## src/sv/fssg_pkg.sv

```systemverilog
`timescale 1ns / 1ps
`default_nettype none
// ----------------------------------------------------------------------------
// fssg_pkg
// Shared types and constants for the frame strip and sequence gap block.
// ----------------------------------------------------------------------------
package fssg_pkg;

    localparam int DEFAULT_HEADER_BYTES  = 14;
    localparam int DEFAULT_TRAILER_BYTES = 4;

    localparam logic KIND_PAYLOAD = 1'b0;
    localparam logic KIND_SUMMARY = 1'b1;

    typedef struct packed {
        logic        kind;
        logic [7:0]  payload_byte;
        logic [15:0] packet_number;
        logic [15:0] lost_packets;
        logic        first_frame;
        logic        short_frame;
    } fssg_result_t;

endpackage
`default_nettype wire

```

## src/sv/frame_strip_and_sequence_gap.sv

```systemverilog
`timescale 1ns / 1ps
`default_nettype none
// ----------------------------------------------------------------------------
// frame_strip_and_sequence_gap
// Usage:
//   Byte channel (byte_valid/byte_ready) carries raw frame bytes with
//   end_of_frame set on the last byte. The header is dropped and the
//   trailer is held back in a delay line; middle bytes leave on the result
//   channel (result_valid/result_ready) with kind = payload. The last byte
//   of a frame adds a summary transaction with the big-endian packet
//   number from the last two bytes and the gap to the previous good frame.
//   Each result is written into the queue when its byte is accepted.
//   Throughput: one byte per cycle while byte_ready is high. A byte
//   yields zero, one or two results; results go through a 4-entry queue
//   drained one per cycle while result_ready is high, and byte_ready is
//   low while fewer than two entries are free. With the receiver always
//   ready the queue never holds more than two entries, so byte_ready stays
//   high and no cycle is lost. A stall on the result side fills the queue
//   and then holds byte_ready low; nothing is dropped.
//   Reset clears the position counter, delay line, previous number, the
//   good-frame flag and the queue; the first good frame reports a gap of 0.
// ----------------------------------------------------------------------------
module frame_strip_and_sequence_gap #(
    parameter int HEADER_BYTES  = fssg_pkg::DEFAULT_HEADER_BYTES,
    parameter int TRAILER_BYTES = fssg_pkg::DEFAULT_TRAILER_BYTES
) (
    input  wire logic        clk,
    input  wire logic        rst_n,
    input  wire logic        byte_valid,
    output logic             byte_ready,
    input  wire logic [7:0]  in_byte,
    input  wire logic        end_of_frame,
    output logic             result_valid,
    input  wire logic        result_ready,
    output logic             kind,
    output logic [7:0]       payload_byte,
    output logic [15:0]      packet_number,
    output logic [15:0]      lost_packets,
    output logic             first_frame,
    output logic             short_frame
);
    import fssg_pkg::*;

    localparam int MIN_FRAME = HEADER_BYTES + TRAILER_BYTES;
    localparam int POS_W     = $clog2(MIN_FRAME + 1);
    localparam int Q_DEPTH   = 4;
    localparam int PTR_W     = $clog2(Q_DEPTH);
    localparam int CNT_W     = $clog2(Q_DEPTH + 1);

    logic [POS_W-1:0]  pos_reg, pos_next;
    logic [7:0]        delay_reg [TRAILER_BYTES];
    logic [15:0]       prev_reg, prev_next;
    logic              have_prev_reg, have_prev_next;

    fssg_result_t      queue_reg [Q_DEPTH];
    logic [PTR_W-1:0]  wr_ptr_reg, rd_ptr_reg;
    logic [CNT_W-1:0]  count_reg;

    logic              accept, pop;
    logic              emit_pay, is_short;
    logic [15:0]       num, gap;
    fssg_result_t      pay_res, sum_res, slot0, slot1;
    logic [1:0]        push_n;
    fssg_result_t      head;

    assign accept = byte_valid && byte_ready;
    assign pop    = result_valid && result_ready;

    assign byte_ready = (count_reg <= CNT_W'(Q_DEPTH - 2));

    assign emit_pay = (pos_reg == POS_W'(MIN_FRAME));
    assign is_short = (pos_reg < POS_W'(MIN_FRAME - 1));
    assign num      = {delay_reg[0], in_byte};
    assign gap      = num - prev_reg - 16'd1;

    always_comb
    begin
        pay_res               = '0;
        pay_res.kind          = KIND_PAYLOAD;
        pay_res.payload_byte  = delay_reg[TRAILER_BYTES-1];

        sum_res               = '0;
        sum_res.kind          = KIND_SUMMARY;
        sum_res.first_frame   = !have_prev_reg;
        sum_res.short_frame   = is_short;
        if (!is_short)
        begin
            sum_res.packet_number = num;
            sum_res.lost_packets  = have_prev_reg ? gap : 16'd0;
        end

        slot0  = emit_pay ? pay_res : sum_res;
        slot1  = sum_res;
        push_n = 2'(emit_pay) + 2'(end_of_frame);
    end

    always_comb
    begin
        pos_next       = pos_reg;
        prev_next      = prev_reg;
        have_prev_next = have_prev_reg;
        if (end_of_frame)
        begin
            pos_next = '0;
            if (!is_short)
            begin
                prev_next      = num;
                have_prev_next = 1'b1;
            end
        end
        else if (pos_reg < POS_W'(MIN_FRAME))
        begin
            pos_next = pos_reg + POS_W'(1);
        end
    end

    always_ff @(posedge clk or negedge rst_n)
    begin
        if (!rst_n)
        begin
            pos_reg       <= '0;
            prev_reg      <= '0;
            have_prev_reg <= 1'b0;
            for (int i = 0; i < TRAILER_BYTES; i++)
            begin
                delay_reg[i] <= '0;
            end
        end
        else if (accept)
        begin
            pos_reg       <= pos_next;
            prev_reg      <= prev_next;
            have_prev_reg <= have_prev_next;
            delay_reg[0]  <= in_byte;
            for (int i = 1; i < TRAILER_BYTES; i++)
            begin
                delay_reg[i] <= delay_reg[i-1];
            end
        end
    end

    // Result queue
    always_ff @(posedge clk)
    begin
        if (accept && (push_n != 2'd0))
        begin
            queue_reg[wr_ptr_reg] <= slot0;
        end
        if (accept && (push_n == 2'd2))
        begin
            queue_reg[wr_ptr_reg + PTR_W'(1)] <= slot1;
        end
    end

    always_ff @(posedge clk or negedge rst_n)
    begin
        if (!rst_n)
        begin
            wr_ptr_reg <= '0;
            rd_ptr_reg <= '0;
            count_reg  <= '0;
        end
        else
        begin
            if (accept)
            begin
                wr_ptr_reg <= wr_ptr_reg + PTR_W'(push_n);
            end
            if (pop)
            begin
                rd_ptr_reg <= rd_ptr_reg + PTR_W'(1);
            end
            count_reg <= count_reg + (accept ? CNT_W'(push_n) : CNT_W'(0))
                         - CNT_W'(pop);
        end
    end

    assign head          = queue_reg[rd_ptr_reg];
    assign result_valid  = (count_reg != '0);
    assign kind          = head.kind;
    assign payload_byte  = head.payload_byte;
    assign packet_number = head.packet_number;
    assign lost_packets  = head.lost_packets;
    assign first_frame   = head.first_frame;
    assign short_frame   = head.short_frame;

endmodule
`default_nettype wire

```

## config.mk

```make
export PLATFORM = sky130hd
export DESIGN_NAME = frame_strip_and_sequence_gap
export DESIGN_NICKNAME = d
export VERILOG_FILES = /design/src/sv/fssg_pkg.sv /design/src/sv/frame_strip_and_sequence_gap.sv
export SDC_FILE = /design/constraint.sdc
export NUM_CORES = 1
export LEC_CHECK = 0
export BUFFER_PORTS_ARGS = -buffer_cell sky130_fd_sc_hd__buf_2
export CORE_UTILIZATION = 45
export DETAILED_ROUTE_END_ITERATION = 8
export GPL_TIMING_DRIVEN = 0
export HOLD_SLACK_MARGIN = 0.02
export PLACE_DENSITY = 0.62
export REMOVE_ABC_BUFFERS = 1
export SYNTH_ARGS = -nofsm -noshare
export SYNTH_HDL_FRONTEND = slang
export SYNTH_SLANG_ARGS = --single-unit
```

## constraint.sdc

```tcl
create_clock -name clk -period 8.8 [get_ports clk]
set_input_delay 1.76 -clock clk [delete_from_list [all_inputs] [get_ports clk]]
set_output_delay 1.76 -clock clk [all_outputs]
set_load 0.005 [all_outputs]
```

# Word level (Yosys, flattened, before mapping)
# Memory sizes are Yosys's and may differ from the RTL's.
# Index checks and enable logic that the tools add are counted.
# totals
regBits	61
ram_bits	172
elab_cells	46
n_memories	1
# classes
add_sub_neg	9
order_cmp	3
n_eq_ne	2
mux	10
bitwise	1
n_reduce_logical	10
# mem_list
memory	words	width	read_ports	rd_ports_with_merged_regs	write_ports	line_no	source
queue_reg	4	43	1	0	2	frame_strip_and_sequence_gap.sv:55	fssg_result_t queue_reg [Q_DEPTH];
# ops
cell	n
$mux 43	1
$mux 32	1
$mux 16	1
$sub 16x1->16 const B	1
$sub 16x16->16	1
$lt 5x5->1 const B	2
$mux 5	2
$add 5x1->5 const B	1
$eq 5x5->1 const B	1
$add 2x1->2 const B	2
$logic_and 1x1->1	4
$mux 1	4
$reduce_bool 2->1	2
$add 3x2->3	1
$le 3x2->1 const B	1
$reduce_and 3->1	1
$reduce_bool 3->1	1
$sub 3x1->3	1
$add 1x1->2	1
$add 2x2->2	1
$eq 2x2->1 const B	1
$mux 2	1
$reduce_and 2->1	1
$logic_not 1->1	1
$not 1->1	1

# Logic depth before layout (Yosys ltp)
# Gate-level depths: netlist of the first run.
# logic_depth
ltp_word	6
depth_mapped	13
ltp_nobuf	11

# Worst setup path before layout of the first run
# No wires, ideal clock.
# synth_timing
path_type	input -> register
from	in byte_valid
to	mem queue_reg[2][0] (netlist bit) (enable)
setup_time_ns	0.472
arrival_ns	4.778
path_slack_ns	3.550
cell_stages	4
n_path_buf	1
path_cell_list	buf_2 inv_2 or3_4 o21ai_0
# synth_rtl
element	line_no	source
from (decl)	frame_strip_and_sequence_gap.sv:29	input wire logic byte_valid,
to (decl)	frame_strip_and_sequence_gap.sv:55	

# Worst setup path after layout of the first run
# layout_timing
from	reg rd_ptr_reg[0]
to	out first_frame
# layout_between
elab_chain_cells	1
# layout_rtl
element	line_no	source
from (decl)	frame_strip_and_sequence_gap.sv:56	logic [PTR_W-1:0] wr_ptr_reg, rd_ptr_reg;
from (signal assigned)	frame_strip_and_sequence_gap.sv:171	rd_ptr_reg <= rd_ptr_reg + PTR_W'(1);
$mem_v2 4x43	--	
to (decl)	frame_strip_and_sequence_gap.sv:39	output logic first_frame,
# No other way between the ends.

==> results.sh, run 1 <==
export IMPL_chipWidth_microns=156
export IMPL_first_iter_violations=488
export IMPL_fp_row_count=55
export IMPL_min_period_over_period=0.454
export IMPL_power_static_leakage_uw=0.00465
export IMPL_post_cts_hold_buffer_count=0
export IMPL_net_switching_power_uw=1100
export IMPL_setup_slack_ns=4.80
export IMPL_crit_path_max_incr_delay_ns=0.69
export IMPL_cp_num_buf_inv=2
export IMPL_worst_skew_pair_late_latency_ns=0.51
export IMPL_count_of_flip_flops_with_a_built_in_enable_after_synthesis=136
export IMPL_io_buffer_count=57
export IMPL_finalCriticalPeriod_ns=4.00
export IMPL_timing_critical_path_arrival_ns=2.24
export IMPL_place_ws_ns=4.36
export IMPL_pin_count=58
export IMPL_routed_via_count=6965
export IMPL_count_of_inserted_antenna_diode_cells=0
export IMPL_place_inst=1250
export IMPL_worst_setup_hold_path_clk_slew_ns=0.06
export IMPL_slowest_stage="dfrtp_4"
export IMPL_final_layout_size_suffix_gt1_frac=0.189
export IMPL_timing_critical_path_to_type="primary output"
export IMPL_hpwl_mm=15.0
export IMPL_yosys_warns=0
export IMPL_outcome="completed"
export IMPL_switching_share=0.320
export IMPL_pwr_density_cell_nw_per_um2=284
export IMPL_crit_cells=3
export IMPL_track_usage=0.203
export IMPL_finalHoldWorstSlack_ns=0.440
export IMPL_synth_top_cells_by_count="nor2_1 (199), nand2_1 (154), edfxtp_1 (136), dfrtp_1 (61), a21oi_1 (56)"
export IMPL_power_share_clock=0.305
export IMPL_core_area_sq_um=22900
export IMPL_max_clock_path_buffers=3
export IMPL_post_layout_nonfiller_instances=1295
export IMPL_finalHoldViolations=0
export IMPL_globalRouteOverflowTotal=0
export IMPL_grt_start_max_net_pins=62
export IMPL_timing_max_slew_rel_slack=0.0535
export IMPL_die_h_microns=156
export IMPL_floorplan_die_area_sq_um=24300
export IMPL_timing_final_max_slew_violations=0
export IMPL_grt_pass1_vias=7141
export IMPL_setup_total_negative_slack_ns=0
export IMPL_initial_utilization=0.465
export IMPL_internal_power_uw=2340
export IMPL_final_nets=1003
export IMPL_cts_setup_buffers=0
export IMPL_cts_sinks=233
export IMPL_drc_errors=0
export IMPL_clock_tree_from_tritoncts="yes"
export IMPL_synth_area_per_cell_sq_um=11.6
export IMPL_fraction_of_the_yosys_area_taken_by_sequential_cells=0.594
export IMPL_postRouteAntennaNets=0
export IMPL_grt_setup_unrepaired="no"
export IMPL_seq_power_share=0.420
export IMPL_worst_slew_pin_transition_ns=1.42
export IMPL_drv_max_cap_violation_count=0
export IMPL_crit_path_cell_trace="buf_16 -> mux4_2 -> buf_2"
export IMPL_synth_top_flop_cell="edfxtp_1"
export IMPL_initial_antenna_violation_count=0
export IMPL_synth_async_reset_ratio=0.262
export IMPL_final_clock_skew_ns=0.0105
export IMPL_power_frac_comb=0.275
export IMPL_drt_pass1_iterations=5
export IMPL_drt_wirelength_per_cell_microns=18.2
export IMPL_crit_family="flip-flops"
export IMPL_fmax_ghz=0.250
export IMPL_h_tree_depth=1
export IMPL_wire_length_of_the_first_global_routing_pass_mm=37.8
export IMPL_postSynthCellCount=922
export IMPL_largest_register_ffs=172
export IMPL_ctsResizeCount=0
export IMPL_start_kind="register"
export IMPL_postSynthRegisterBits=233
export IMPL_yosys_cell_types_count=59
export IMPL_worst_r2r_path_depth=10
export IMPL_synth_area_leader_cell="edfxtp_1"
export IMPL_postLayoutCellArea_sq_um=12100
export IMPL_crit_fanout=27
export IMPL_ys_top_cells_by_area="edfxtp_1 (38%), dfrtp_1 (14%), mux4_2 (9.1%), nor2_1 (7.0%), dfxtp_1 (6.8%)"
export IMPL_whs_path_depth=2
export IMPL_synth_largest_type_area_fraction=0.383
export IMPL_cp_required_ns=7.04
export IMPL_gp_congestion=0.798
export IMPL_ir_drop_v=0.000163
export IMPL_fillCellCount=1968
export IMPL_cts_root_buffer="clkbuf_16"
export IMPL_criticalPathCategory="reg2out"
export IMPL_synth_most_common_cell="nor2_1"
export IMPL_setup_viol=0
export IMPL_hold_path_class="reg2reg"
export IMPL_cts_buffers_inserted=25
export IMPL_placed_area_sq_um=11300
export IMPL_post_drt_via_cell_ratio=5.38
export IMPL_finalWirelength_mm=23.6
export IMPL_syn_cell_area_sq_um=10700
export IMPL_syn_to_final_growth_pct=13.5
layer usage:
| layer | vias up | part of all wire | global-route usage |
|---|---|---|---|
| met5 | - | 0 | 0 |
| met1 | 3489 | 0.45 | 0.274 |
| li1 | 3301 | - | - |
| met4 | 0 | 0.019 | 0.0537 |
| met2 | 140 | 0.49 | 0.348 |
| met3 | 35 | 0.041 | 0.0228 |
kinds of logic after synthesis:
logic type | Yosys count | share of synthesized area
flops | 233 | 0.594
xor+xnor | 15 | 0.0123
mux | 61 | 0.110
simple gates | 409 | 0.160
compound gates | 101 | 0.0574
fa+ha+maj | 26 | 0.0320
buf+inv | 77 | 0.0344
per-stage QoR:
| step | total power, uW | utilization |
|---|---|---|
| after detailed placement | 2420 | 0.492 |
| after floorplan | 2060 | - |
| after CTS | 3470 | 0.528 |
| after global placement | 2400 | 0.483 |
| after global routing | 3630 | 0.528 |
| final | 3430 | 0.528 |
cells in the final DEF, fill, tap and decap left out, types with 7 or more instances in the layout:
master       n
a21o_1       7
a21oi_1     56
buf_2       56
clkbuf_16   27
dfrtp_1     59
dfxtp_1     36
edfxtp_1   136
ha_1        24
inv_1       25
mux2_2      17
mux4_2      43
nand2_1    154
nor2_1     199
nor3_1      11
o21ai_0     10
xnor2_1      8
xor2_1       7
power groups by stage:
stage	registers, uW	logic (uW)	clock network (uW)
2_1_floorplan	1450	613	0
3_3_place_gp	1540	860	0
3_5_place_dp	1470	953	0
4_1_cts	1440	958	1060
5_1_grt	1460	1060	1110
6_report	1440	945	1050
final timing paths:
path / startpoint / endpoint / slack (ns)
max: rd_ptr_reg[0] / first_frame / 4.80
min: queue_reg[2][42] / queue_reg[2][42] / 0.44
max reg2reg: pos_reg[0] / queue_reg[0][2] / 5.24
min reg2reg: queue_reg[2][42] / queue_reg[2][42] / 0.44
max in group asynchronous: rst_n / rd_ptr_reg[0] / 6.88
min in group asynchronous: rst_n / count_reg[1] / 1.33
worst reg2reg max path, delay by kind of cell, from the launching register on:
kind	cells	cell delay, ns
adder cells (fa/ha/maj)	2	0.33
flip-flops	1	0.43
AO/OA/AOI/OAI	1	0.62
buffers and inverters	4	0.65
AND/OR/NAND/NOR	3	1.21
area by class of cell:
type / count / area (sq um) / area share
clock buffer: 28 / 679 / 0.0562
clock inverter: 17 / 148 / 0.0122
inverter: 28 / 105 / 0.00869
multi-input combinational: 612 / 4010 / 0.332
sequential: 233 / 6340 / 0.524
tap: 313 / 392 / 0.0324
timing repair buffer: 64 / 423 / 0.0350
Note: power is estimated with default switching activity, not from simulation.
==> run 2: changes to the inputs <==
--- a/config.mk
+++ b/config.mk
@@ -5,12 +5,13 @@
 export SDC_FILE = /design/constraint.sdc
 export NUM_CORES = 1
 export LEC_CHECK = 0
+export ABC_AREA = 1
 export BUFFER_PORTS_ARGS = -buffer_cell sky130_fd_sc_hd__buf_2
 export CORE_UTILIZATION = 45
 export DETAILED_ROUTE_END_ITERATION = 8
 export GPL_TIMING_DRIVEN = 0
 export HOLD_SLACK_MARGIN = 0.02
-export PLACE_DENSITY = 0.62
+export PLACE_DENSITY = 0.64
 export REMOVE_ABC_BUFFERS = 1
 export SYNTH_ARGS = -nofsm -noshare
 export SYNTH_HDL_FRONTEND = slang
==> constraint.sdc (replaced) <==
create_clock -name clk -period 3.35 [get_ports clk]
set_input_delay 0.67 -clock clk [delete_from_list [all_inputs] [get_ports clk]]
set_output_delay 0.67 -clock clk [all_outputs]
set_load 0.005 [all_outputs]
==> run 2 against run 1 <==
Utilization decreased by 0.26 points; hold slack lost 0.22 ns; clock power grew to 2.7 times the previous value; flip-flop and latch count unchanged; global-route usage up 1.5 points; worst setup slack got worse by 4.7 ns; die area rose by 1.6%; combinational power rose to 3.2 times the previous value; cell count rose by 21%.
==> results.sh, run 2 <==
export IMPL_outcome="completed"
export IMPL_pwr_density_cell_nw_per_um2=782
export IMPL_cp_required_ns=3.73
export IMPL_worst_r2r_path_depth=9
export IMPL_clock_tree_from_tritoncts="yes"
export IMPL_cts_root_buffer="clkbuf_16"
export IMPL_power_frac_comb=0.312
export IMPL_yosys_warns=0
export IMPL_final_layout_size_suffix_gt1_frac=0.122
export IMPL_post_cts_hold_buffer_count=0
export IMPL_synth_largest_type_area_fraction=0.377
export IMPL_synth_most_common_cell="nor2_1"
export IMPL_reg2reg_from="pos_reg[2]"
export IMPL_setup_viol=0
export IMPL_placed_area_sq_um=11400
export IMPL_chipWidth_microns=157
export IMPL_synth_area_per_cell_sq_um=9.10
export IMPL_cts_sinks=233
export IMPL_timing_max_slew_rel_slack=0.152
export IMPL_post_layout_nonfiller_instances=1568
export IMPL_track_usage=0.218
export IMPL_grt_pass1_vias=7921
export IMPL_worst_skew_pair_late_latency_ns=0.54
export IMPL_first_iter_violations=527
export IMPL_synth_async_reset_ratio=0.262
export IMPL_final_nets=1269
export IMPL_globalRouteOverflowTotal=0
export IMPL_finalWirelength_mm=26.6
export IMPL_postLayoutCoreUtil=0.525
export IMPL_initial_utilization=0.460
export IMPL_postSynthCellCount=1190
export IMPL_synth_area_leader_cell="edfxtp_1"
export IMPL_max_clock_path_buffers=3
export IMPL_final_clock_skew_ns=0.0198
export IMPL_count_of_inserted_antenna_diode_cells=0
export IMPL_grt_start_max_net_pins=62
export IMPL_crit_fanout=20
export IMPL_largest_register_ffs=172
export IMPL_cts_buffers_inserted=25
export IMPL_place_inst=1518
export IMPL_fraction_of_the_yosys_area_taken_by_sequential_cells=0.585
export IMPL_finalHoldViolations=0
export IMPL_io_buffer_count=57
export IMPL_seq_power_share=0.393
export IMPL_ir_drop_v=0.000563
export IMPL_drc_errors=0
export IMPL_fillCellCount=2177
export IMPL_layout_cells_most_common="nor2_1"
export IMPL_synth_top_flop_cell="edfxtp_1"
export IMPL_postSynthRegisterBits=233
export IMPL_criticalPathCategory="reg2reg"
export IMPL_worst_slew_pin_transition_ns=1.27
export IMPL_setup_total_negative_slack_ns=0
export IMPL_core_area_sq_um=23500
export IMPL_rrSetupSlack_ns=0.08
export IMPL_count_of_flip_flops_with_a_built_in_enable_after_synthesis=136
export IMPL_synth_top_cells_by_count="nor2_1 (241), nand2_1 (236), edfxtp_1 (136), o21ai_0 (132), inv_1 (93)"
export IMPL_syn_to_final_growth_pct=14.2
export IMPL_postLayoutCellArea_sq_um=12400
export IMPL_rr_endpoint="queue_reg[0][25]"
export IMPL_wire_length_of_the_first_global_routing_pass_mm=41.8
export IMPL_grt_setup_unrepaired="yes"
export IMPL_timing_critical_path_arrival_ns=3.65
export IMPL_floorplan_die_area_sq_um=24700
export IMPL_multi_input_comb_area_sq_um=3890
export IMPL_drt_wirelength_per_cell_microns=17.0
export IMPL_commonest_cells_after_routing_fill_and_taps_aside="nor2_1 (241), nand2_1 (232), edfxtp_1 (136)"
export IMPL_drv_max_cap_violation_count=0
export IMPL_finalCriticalPeriod_ns=3.27
export IMPL_gp_congestion=0.845
export IMPL_timing_critical_path_to_type="register"
export IMPL_pin_count=58
export IMPL_register_area_sq_um=6340
export IMPL_min_period_over_period=0.975
export IMPL_postRouteAntennaNets=0
export IMPL_hpwl_mm=15.9
export IMPL_hold_path_class="in2async"
export IMPL_setup_slack_ns=0.0849
export IMPL_routed_via_count=8249
export IMPL_ys_top_cells_by_area="edfxtp_1 (38%), dfrtp_1 (14%), nor2_1 (8.4%), nand2_1 (8.2%), dfxtp_1 (6.7%)"
export IMPL_h_tree_depth=1
export IMPL_die_h_microns=157
export IMPL_power_static_leakage_uw=0.00493
export IMPL_drt_pass1_iterations=5
export IMPL_start_kind="register"
export IMPL_initial_antenna_violation_count=0
export IMPL_fmax_ghz=0.306
export IMPL_place_ws_ns=-0.452
export IMPL_yosys_cell_types_count=36
export IMPL_internal_power_uw=6200
export IMPL_fp_row_count=56
export IMPL_syn_cell_area_sq_um=10800
export IMPL_net_switching_power_uw=3470
export IMPL_post_drt_via_cell_ratio=5.26
export IMPL_switching_share=0.359
export IMPL_power_share_clock=0.295
export IMPL_timing_final_max_slew_violations=0
export IMPL_worst_setup_hold_path_clk_slew_ns=0.06
## run 2: changes by cell type after synthesis, moves of 9 or more
| cell | previous run | this run |
|---|---|---|
| o21ai_0 | 14 | 132 |
| nand2_1 | 154 | 236 |
| inv_1 | 25 | 93 |
| o22ai_1 | 0 | 45 |
| mux4_2 | 43 | 0 |
| nor2_1 | 199 | 241 |
| nand3_1 | 5 | 31 |
| mux2_2 | 17 | 0 |
| a21oi_1 | 56 | 41 |
| clkbuf_1 | 20 | 33 |
| buf_6 | 3 | 12 |
| nor2_2 | 1 | 10 |
## run 2: power by group through the flow
stage                     clock [uW]  combinational, uW  sequential (uW)
after floorplan                    0               1850             3710
after global placement             0               2800             3900
after detailed placement           0               2870             3910
after CTS                       2890               3040             3790
after global routing            3010               3450             3840
final                           2860               3020             3800
## run 2: how the worst max path moves through the flow
stage	from	endpoint	slack, ns
6_report	pos_reg[2]	queue_reg[0][25]	0.08
5_1_grt	pos_reg[2]	queue_reg[2][10]	-0.09
4_1_cts	pos_reg[2]	queue_reg[1][10]	0.01
3_5_place_dp	pos_reg[0]	queue_reg[0][31]	-0.45
3_3_place_gp	rd_ptr_reg[0]	lost_packets[11]	-3.12
2_1_floorplan	rd_ptr_reg[0]	first_frame	-0.47
## run 2: area by class of cell
cell class                 instances  area share
timing repair buffer              67      0.0393
inverter                         103      0.0317
multi-input combinational        800       0.315
sequential                       233       0.512
clock inverter                    11      0.0103
clock buffer                      35      0.0594
tap                              319      0.0323
## run 2: kinds of logic after synthesis
kind of cell,count (synthesis),share of synthesized area
simple gates,535,0.197
flops,233,0.585
compound gates,227,0.114
buf+inv,158,0.0645
fa+ha+maj,26,0.0314
xor+xnor,11,0.00890
## run 2: worst max-delay path, stage by stage, from the launching register on
cell	delay [ns]
dfrtp_1	0.42
nor2_1	0.28
nand3_4	0.35
ha_1	0.33
nor2_2	0.22
nand3_2	0.36
nand2_8	0.31
buf_12	0.22
o21ai_2	0.36
nor2_1	0.21
## run 2: per-stage QoR
| step | total power [uW] | hold slack (ns) |
|---|---|---|
| finish | 9670 | 0.217 |
| global placement | 6700 | 0.433 |
| floorplan | 5560 | 0.374 |
| CTS | 9720 | 0.245 |
| global route | 10300 | 0.285 |
| detailed placement | 6770 | 0.439 |
## run 2: repair_timing
item | 4_1_cts | 5_1_grt
cloned | 0 | 1
gates resized for setup | 10 | 2
pin swaps | 2 | 1
buffers inserted | 3 | 0
endpoints found under the setup margin | 193 | 84
## run 2: routing by layer
layer | global-route usage | up-vias | routed length (microns)
li1 | - | 4017 | -
met1 | 0.295 | 3997 | 11700
met2 | 0.372 | 204 | 13000
met3 | 0.0248 | 31 | 1470
met4 | 0.0573 | 0 | 411
met5 | 0 | - | 0
